==> src/hdl/utf8_stream_decoder_defines.svh <==
// assertion macros for the utf8 stream decoder
`ifndef UTF8_STREAM_DECODER_DEFINES_SVH
`define UTF8_STREAM_DECODER_DEFINES_SVH

// same-cycle implication, disabled during reset
`define U8D_ASSERT_NOW(label, ante, cons, msg) \
	label: assert property (@(posedge clk) disable iff (!arst_n) (ante) |-> (cons)) \
		else $error(msg);

// next-cycle implication, disabled during reset
`define U8D_ASSERT_NEXT(label, ante, cons, msg) \
	label: assert property (@(posedge clk) disable iff (!arst_n) (ante) |=> (cons)) \
		else $error(msg);

`endif

==> src/hdl/u8d_pkg.sv <==
package u8d_pkg;

	localparam int U8D_QUEUE_DEPTH = 4;

	localparam logic [20:0] REPLACEMENT_CP = 21'h00FFFD;

	// one decoded byte's worth of results: rep_cnt replacements, then an optional tail
	typedef struct packed {
		logic [2:0]  rep_cnt;
		logic        has_tail;
		logic [20:0] tail_cp;
		logic        fin;
	} job_t;

endpackage

==> src/hdl/utf8_stream_decoder.sv <==
// path: an accepted byte's job is written into the job queue, then loaded into the output register
// throughput: one byte per cycle while each byte makes at most one result and cp_ready stays high
// a byte that makes n results holds the output stage until all n are taken; the job queue absorbs bursts
// reset: arst_n clears the sequence state, the job queue and the output valid at once
module utf8_stream_decoder #(
	parameter int QUEUE_DEPTH = u8d_pkg::U8D_QUEUE_DEPTH
) (
	input  logic        clk,
	input  logic        arst_n,
	input  logic        byte_valid,
	output logic        byte_ready,
	input  logic [7:0]  text_byte,
	input  logic        final_byte,
	output logic        cp_valid,
	input  logic        cp_ready,
	output logic [20:0] code_point,
	output logic        run_end,
	output logic        text_end
);
	import u8d_pkg::*;

	`include "utf8_stream_decoder_defines.svh"

	// front to queue
	logic job_wr;
	job_t job_in;
	logic q_full;

	// queue to back
	logic q_valid;
	job_t q_job;
	logic q_pop;

	// front: tracks the open sequence and turns each byte transfer that yields results into a job
	u8d_front u_front (
		.clk        (clk),
		.arst_n     (arst_n),
		.byte_valid (byte_valid),
		.byte_ready (byte_ready),
		.text_byte  (text_byte),
		.final_byte (final_byte),
		.q_full     (q_full),
		.job_valid  (job_wr),
		.job        (job_in)
	);

	// short job queue so the back can stall on multi-result bytes
	u8d_queue #(
		.DEPTH (QUEUE_DEPTH)
	) u_queue (
		.clk      (clk),
		.arst_n   (arst_n),
		.wr_en    (job_wr),
		.wr_job   (job_in),
		.full     (q_full),
		.rd_valid (q_valid),
		.rd_job   (q_job),
		.rd_pop   (q_pop)
	);

	// back: expands a job into replacement results plus optional tail, one per cycle while cp_ready is high
	u8d_back u_back (
		.clk        (clk),
		.arst_n     (arst_n),
		.job_valid  (q_valid),
		.job        (q_job),
		.job_pop    (q_pop),
		.cp_valid   (cp_valid),
		.cp_ready   (cp_ready),
		.code_point (code_point),
		.run_end    (run_end),
		.text_end   (text_end)
	);

	// only the tail of a job can be a decoded value; earlier results are replacements
	`U8D_ASSERT_NOW(a_mid_is_repl, cp_valid && !run_end, code_point == REPLACEMENT_CP, "non-last result is not U+FFFD")

	// end of text always closes the run of its byte
	`U8D_ASSERT_NOW(a_text_end_run, cp_valid && text_end, run_end, "text_end without run_end")

	// a result only appears after a job sat in the queue
	`U8D_ASSERT_NOW(a_out_from_queue, $rose(cp_valid), $past(q_valid), "output without queued job")

endmodule

==> src/hdl/u8d_front.sv <==
module u8d_front (
	input  logic          clk,
	input  logic          arst_n,
	input  logic          byte_valid,
	output logic          byte_ready,
	input  logic [7:0]    text_byte,
	input  logic          final_byte,
	input  logic          q_full,
	output logic          job_valid,
	output u8d_pkg::job_t job
);
	import u8d_pkg::*;

	logic [1:0]  needed_q;
	logic [1:0]  held_q;
	logic [14:0] partial_q;

	logic [1:0]  nxt_needed;
	logic [1:0]  nxt_held;
	logic [14:0] nxt_part;
	logic        accept;
	logic        cont;
	logic [1:0]  held_inc;
	logic [20:0] full_cp;
	logic        as_lead;
	logic [2:0]  rep;
	logic        has_tail;
	logic [20:0] tail;

	assign byte_ready = !q_full;
	assign accept     = byte_valid && byte_ready;
	assign cont       = (text_byte[7:6] == 2'b10);
	assign held_inc   = held_q + 2'd1;
	assign full_cp    = {partial_q, text_byte[5:0]};

	always_comb begin
		as_lead    = 1'b1;
		rep        = 3'd0;
		has_tail   = 1'b0;
		tail       = REPLACEMENT_CP;
		nxt_needed = needed_q;
		nxt_held   = held_q;
		nxt_part   = partial_q;

		if (needed_q != 2'd0) begin
			if (cont) begin
				as_lead = 1'b0;
				if (held_inc >= needed_q) begin
					has_tail   = 1'b1;
					tail       = full_cp;
					nxt_needed = 2'd0;
					nxt_held   = 2'd0;
					nxt_part   = 15'd0;
				end else if (final_byte) begin
					rep        = {1'b0, held_inc} + 3'd1;
					nxt_needed = 2'd0;
					nxt_held   = 2'd0;
					nxt_part   = 15'd0;
				end else begin
					nxt_held = held_inc;
					nxt_part = full_cp[14:0];
				end
			end else begin
				// broken sequence: flush lead and held continuations
				rep        = {1'b0, held_q} + 3'd1;
				nxt_needed = 2'd0;
				nxt_held   = 2'd0;
				nxt_part   = 15'd0;
			end
		end

		if (as_lead) begin
			case (text_byte) inside
				[8'h00:8'h7F]: begin
					has_tail = 1'b1;
					tail     = {13'd0, text_byte};
				end
				[8'hC0:8'hDF]: begin
					nxt_needed = 2'd1;
					nxt_held   = 2'd0;
					nxt_part   = {10'd0, text_byte[4:0]};
				end
				[8'hE0:8'hEF]: begin
					nxt_needed = 2'd2;
					nxt_held   = 2'd0;
					nxt_part   = {11'd0, text_byte[3:0]};
				end
				[8'hF0:8'hF7]: begin
					nxt_needed = 2'd3;
					nxt_held   = 2'd0;
					nxt_part   = {12'd0, text_byte[2:0]};
				end
				default: begin
					has_tail = 1'b1;
					tail     = REPLACEMENT_CP;
				end
			endcase
			// lead as the last byte of the text
			if (final_byte && nxt_needed != 2'd0) begin
				rep = rep + 3'd1;
			end
		end

		if (final_byte) begin
			nxt_needed = 2'd0;
			nxt_held   = 2'd0;
			nxt_part   = 15'd0;
		end
	end

	assign job_valid    = accept && (rep != 3'd0 || has_tail);
	assign job.rep_cnt  = rep;
	assign job.has_tail = has_tail;
	assign job.tail_cp  = tail;
	assign job.fin      = final_byte;

	always_ff @(posedge clk or negedge arst_n) begin
		if (!arst_n) begin
			needed_q  <= 2'd0;
			held_q    <= 2'd0;
			partial_q <= 15'd0;
		end else if (accept) begin
			needed_q  <= nxt_needed;
			held_q    <= nxt_held;
			partial_q <= nxt_part;
		end
	end

endmodule

==> src/hdl/u8d_queue.sv <==
module u8d_queue #(
	parameter int DEPTH = u8d_pkg::U8D_QUEUE_DEPTH
) (
	input  logic          clk,
	input  logic          arst_n,
	input  logic          wr_en,
	input  u8d_pkg::job_t wr_job,
	output logic          full,
	output logic          rd_valid,
	output u8d_pkg::job_t rd_job,
	input  logic          rd_pop
);
	import u8d_pkg::*;

	localparam int AW = (DEPTH > 1) ? $clog2(DEPTH) : 1;
	localparam logic [AW-1:0] LAST = AW'(DEPTH - 1);

	job_t          mem_q [DEPTH];
	logic [AW-1:0] wr_ptr_q;
	logic [AW-1:0] rd_ptr_q;
	logic [AW:0]   count_q;
	logic          do_wr;
	logic          do_rd;

	assign full     = (count_q == (AW+1)'(DEPTH));
	assign rd_valid = (count_q != '0);
	assign rd_job   = mem_q[rd_ptr_q];
	assign do_wr    = wr_en && !full;
	assign do_rd    = rd_pop && rd_valid;

	always_ff @(posedge clk) begin
		if (do_wr) begin
			mem_q[wr_ptr_q] <= wr_job;
		end
	end

	always_ff @(posedge clk or negedge arst_n) begin
		if (!arst_n) begin
			wr_ptr_q <= '0;
			rd_ptr_q <= '0;
			count_q  <= '0;
		end else begin
			if (do_wr) begin
				wr_ptr_q <= (wr_ptr_q == LAST) ? '0 : wr_ptr_q + AW'(1);
			end
			if (do_rd) begin
				rd_ptr_q <= (rd_ptr_q == LAST) ? '0 : rd_ptr_q + AW'(1);
			end
			if (do_wr && !do_rd) begin
				count_q <= count_q + (AW+1)'(1);
			end else if (do_rd && !do_wr) begin
				count_q <= count_q - (AW+1)'(1);
			end
		end
	end

endmodule

==> src/hdl/u8d_back.sv <==
module u8d_back (
	input  logic          clk,
	input  logic          arst_n,
	input  logic          job_valid,
	input  u8d_pkg::job_t job,
	output logic          job_pop,
	output logic          cp_valid,
	input  logic          cp_ready,
	output logic [20:0]   code_point,
	output logic          run_end,
	output logic          text_end
);
	import u8d_pkg::*;

	logic [2:0]  idx_q;
	logic        valid_q;
	logic [20:0] cp_q;
	logic        run_end_q;
	logic        text_end_q;

	logic [2:0] total;
	logic       last;
	logic       is_tail;
	logic       load;

	assign total   = job.rep_cnt + {2'd0, job.has_tail};
	assign last    = (idx_q + 3'd1 == total);
	assign is_tail = job.has_tail && (idx_q == job.rep_cnt);
	assign load    = job_valid && (!valid_q || cp_ready);
	assign job_pop = load && last;

	always_ff @(posedge clk or negedge arst_n) begin
		if (!arst_n) begin
			valid_q <= 1'b0;
			idx_q   <= 3'd0;
		end else begin
			if (load) begin
				valid_q <= 1'b1;
				idx_q   <= last ? 3'd0 : idx_q + 3'd1;
			end else if (cp_ready) begin
				valid_q <= 1'b0;
			end
		end
	end

	always_ff @(posedge clk) begin
		if (load) begin
			cp_q       <= is_tail ? job.tail_cp : REPLACEMENT_CP;
			run_end_q  <= last;
			text_end_q <= last && job.fin;
		end
	end

	assign cp_valid   = valid_q;
	assign code_point = cp_q;
	assign run_end    = run_end_q;
	assign text_end   = text_end_q;

endmodule

==> config.mk <==
export PLATFORM = sky130hd
export DESIGN_NAME = utf8_stream_decoder
export DESIGN_NICKNAME = d
export VERILOG_FILES = /design/src/hdl/u8d_pkg.sv /design/src/hdl/utf8_stream_decoder.sv /design/src/hdl/u8d_front.sv /design/src/hdl/u8d_queue.sv /design/src/hdl/u8d_back.sv
export VERILOG_INCLUDE_DIRS = /design/src /design/src/hdl
export SDC_FILE = /design/constraint.sdc
export NUM_CORES = 1
export LEC_CHECK = 0
export BUFFER_PORTS_ARGS = -buffer_cell sky130_fd_sc_hd__buf_2
export CAP_MARGIN = 20
export CORE_ASPECT_RATIO = 0.8
export CORE_MARGIN = 8
export CORE_UTILIZATION = 40
export DETAILED_ROUTE_END_ITERATION = 8
export GPL_ROUTABILITY_DRIVEN = 0
export PLACE_DENSITY = 0.64
export SLEW_MARGIN = 20
export SYNTH_ARGS = -nofsm -noshare
export SYNTH_HDL_FRONTEND = slang
export SYNTH_HIERARCHICAL = 1
export SYNTH_SLANG_ARGS = --single-unit
==> constraint.sdc <==
create_clock -name clk -period 5.6 [get_ports clk]
set_input_delay 0 -clock clk [delete_from_list [all_inputs] [get_ports clk]]
set_output_delay 0 -clock clk [all_outputs]
set_load 0.02 [all_outputs]
==> results.md <==
- Final worst-path cycle share: 0.734
- RSZ-0062 raised after global routing: false
- Worst-Margin Slew: 1.00 ns
- Unique masters post-synth: 55
- Outcome: finished, final reports clean
- Ratio of cells with drive above 1 in the final layout: 0.277
- DR DRC count: 0
- Placed insts: 637
- Initial antenna violation count: 0
- IO buf count: 37
- Clock skew: 0.00595 ns
- Crit path DAT: 4.41 ns
- Clock buffer depth: 2
- Routed Antenna Nets: 0
- Post-Route WL: 12.2 mm
- DR WL/cell: 17.9 um
- Setup CP Type: register to register
- Setup_tns: 0 ns
- Synth Net Count: 421
- Syn avg cell area: 17.2 sq um
- Pins Over Slew Limit: 0
- Max_slew headroom: 0.332
- Crit. End Element: register
- Layout fillers: 1403
- Crit path required time: 5.90 ns
- CTS tree: done
- Final setup vio count: 0
- Reg area: 4560 sq um
- Hold WS: 0.0261 ns
- Post-CTS Setup Repair Bufs: 0
- Synthesized cell area: 6750 sq um
- Vias in the first global route: 3665
- Number of hold violations in the final report: 0
- Via count: 3516
- Setup Slack @ Placement: 1.53 ns
- Die ar.: 21300 sq um
- Num CTS Buffers: 17
- Dpl hpwl: 7.63 mm
- Syn-to-layout area delta: 15.3%
- CTS sink count: 157
- Nets: 473
- Pre-antenna DRT Iters: 4
- Gr usage total: 0.120
- Max-Cap Viols: 0
- First-pass GRT wire length: 19.9 mm
- Peak supply drop: 0.000300 V
- Root Driver: clkbuf_16
- Non-Filler Instances: 678
- PwrDens: 486 nW/um^2
- Post-Route Utilization: 0.470
- Area occupied by multi-input gates: 2000 sq um
- Fmax: 0.243 GHz
- Setup crit start kind: register
- Sequential share of the synthesized area: 0.677
- Rows: 42
- Post-synth top flop: edfxtp_1
- Clk Latency, worst-skew pair: 0.41 ns
- Met1 GRT Util: 0.159
- H-tree depth: 4
- Worst Path Max Fanout: 7
- DIE HEIGHT: 132 um
- I/O pin count: 38
- Yosys reg bits: 157
- Number of antenna repair diodes: 0
- Critical path's largest stage delay: 0.45 ns
- Hold crit path type: primary input to register
- Critical Path Most Common Cell: ha_1
- Yosys warns: 6
- Post-route setup slack: 1.49 ns
- GR Util met3: 0.0346
- Initial DRC count: 181
- Mapped Cells: 393
- Initial Utilization: 0.407
- Post-layout minimum cycle time: 4.11 ns
- Number of synthesized flops with an enable pin: 127
- Met2 Usage GRT: 0.184
- CP cell instances: inv_1 > ha_1 > inv_1 > ha_1 > a211oi_4 > nand3_1 > a21oi_4 > ha_1 > nor2b_1 > a2111oi_2 > a211oi_1 > nor2b_2 > ha_1 > inv_1 > fa_1 > mux2_2
- FFs w/ async S/R, synth: 0.191
- Crit path max-delay cell type: dfrtp_1
- Die width: 161 um
- Clock slew at reported path FFs: 0.06 ns
- Largest net degree at the start of global routing: 31
- DR vias/cell: 5.19
- Core Area: 16600 sq um
- Leakage Power: 2.77 nW
- Remaining Overflow, GRT: 0
- Top Usage Layer GRT: met2
critical path, delay by kind of cell, from the launching register on:
kind	cells	cell delay (ns)
buffers and inverters	3	0.24
AO/OA/AOI/OAI	4	1.04
adder cells (fa/ha/maj)	5	1.56
multiplexers	1	0.27
AND/OR/NAND/NOR	3	0.44
flip-flops	1	0.45
worst paths after layout:
check | startpoint | to | slack, ns | cells after the start
setup / recovery | u_front/held_q[0] | u_queue/count_q[1] | 1.49 | 16
max in group asynchronous | arst_n | u_front/partial_q[2] | 4.94 | 2
min in group asynchronous | arst_n | u_queue/count_q[0] | 0.19 | 2
hold / removal | byte_valid | u_front/needed_q[0] | 0.03 | 4
hold reg to reg | u_front/partial_q[14] | u_front/partial_q[14] | 0.50 | 1
setup reg to reg | u_front/held_q[0] | u_queue/count_q[1] | 1.49 | 16
cells in the mapped netlist, types with 4 or more instances:
master | count | area, sq um
nand3_1 | 5 | 25.0
buf_2 | 8 | 40.0
and2_1 | 10 | 62.6
mux2_2 | 4 | 45.0
edfxtp_1 | 127 | 3810
nand2_1 | 14 | 52.6
o21a_1 | 9 | 67.6
ha_1 | 14 | 175
nor2_1 | 18 | 67.6
nand2b_1 | 11 | 68.8
inv_1 | 14 | 52.6
a22o_1 | 13 | 114
a21oi_1 | 4 | 20.0
nor3_1 | 6 | 30.0
mux4_2 | 18 | 405
xor2_1 | 6 | 52.6
xnor2_1 | 6 | 52.6
o21ai_0 | 6 | 30.0
dfrtp_1 | 30 | 751
mux4_1 | 8 | 210
or2_2 | 15 | 93.8
layout by cell type, fill, tap and decap left out, drive strengths merged, types with 6 or more instances in the layout:
cell,count
o21ai,8
edfxtp,127
clkbuf,17
mux2,6
a22o,13
or2,16
dlygate4sd3,9
xor2,6
ha,14
inv,14
nand2b,12
and2,10
nor2,19
clkinv,9
a21oi,6
xnor2,6
o21a,9
nor3,6
mux4,26
buf,42
dfrtp,30
nand2,15
stage by stage:
stage	total power, W	area, sq um
after global routing	0.00398	7780
after detailed placement	0.00270	7110
after CTS	0.00383	7780
after floorplan	0.00246	6750
final	0.00378	7780
after global placement	0.00267	7110
state kept, by name (all words and copies together), names as in the netlist, 2 cells and up:
register,cells
u_back/code_point,21
u_queue/count_q,3
u_queue/rd_ptr_q,2
u_front/held_q,2
u_queue/mem_q,104
u_back/idx_q,3
u_front/needed_q,2
u_queue/wr_ptr_q,2
u_front/partial_q,15
power by group:
part / switching, W / internal [W] / total (W)
clock network: 0.000433 / 0.000690 / 0.00112
logic: 0.000588 / 0.000454 / 0.00104
registers: 0.0000858 / 0.00153 / 0.00162
logic make-up (layout without fill, tap and decap cells):
group / after synthesis / count (layout) / share of synthesized area
XOR/XNOR: 12 / 12 / 0.0156
flip-flops: 157 / 157 / 0.677
multiplexers: 32 / 32 / 0.102
AND/OR/NAND/NOR: 94 / 94 / 0.0805
adder cells (fa/ha/maj): 15 / 15 / 0.0289
buffers and inverters: 32 / 97 / 0.0286
AO/OA/AOI/OAI: 51 / 51 / 0.0673
layout make-up:
type / count / share of cell area
well taps: 220 / 0.0354
repair buffers: 51 / 0.0402
flip-flops and latches: 157 / 0.587
clock buffers: 17 / 0.0547
multi-input cells: 204 / 0.257
clock inverters: 15 / 0.0198
inverters: 14 / 0.00675
layer usage:
| layer | vias up | share of wire |
|---|---|---|
| met2 | 85 | 0.48 |
| li1 | 1618 | - |
| met3 | 16 | 0.049 |
| met5 | - | 0 |
| met4 | 0 | 0.015 |
| met1 | 1797 | 0.46 |
timing repair:
action | in CTS | in global routing
endpoints found under the hold margin | 47 | 0
resized for setup | 0 | 0
hold buffers | 9 | 0
Power figures use the tool's default switching activity.
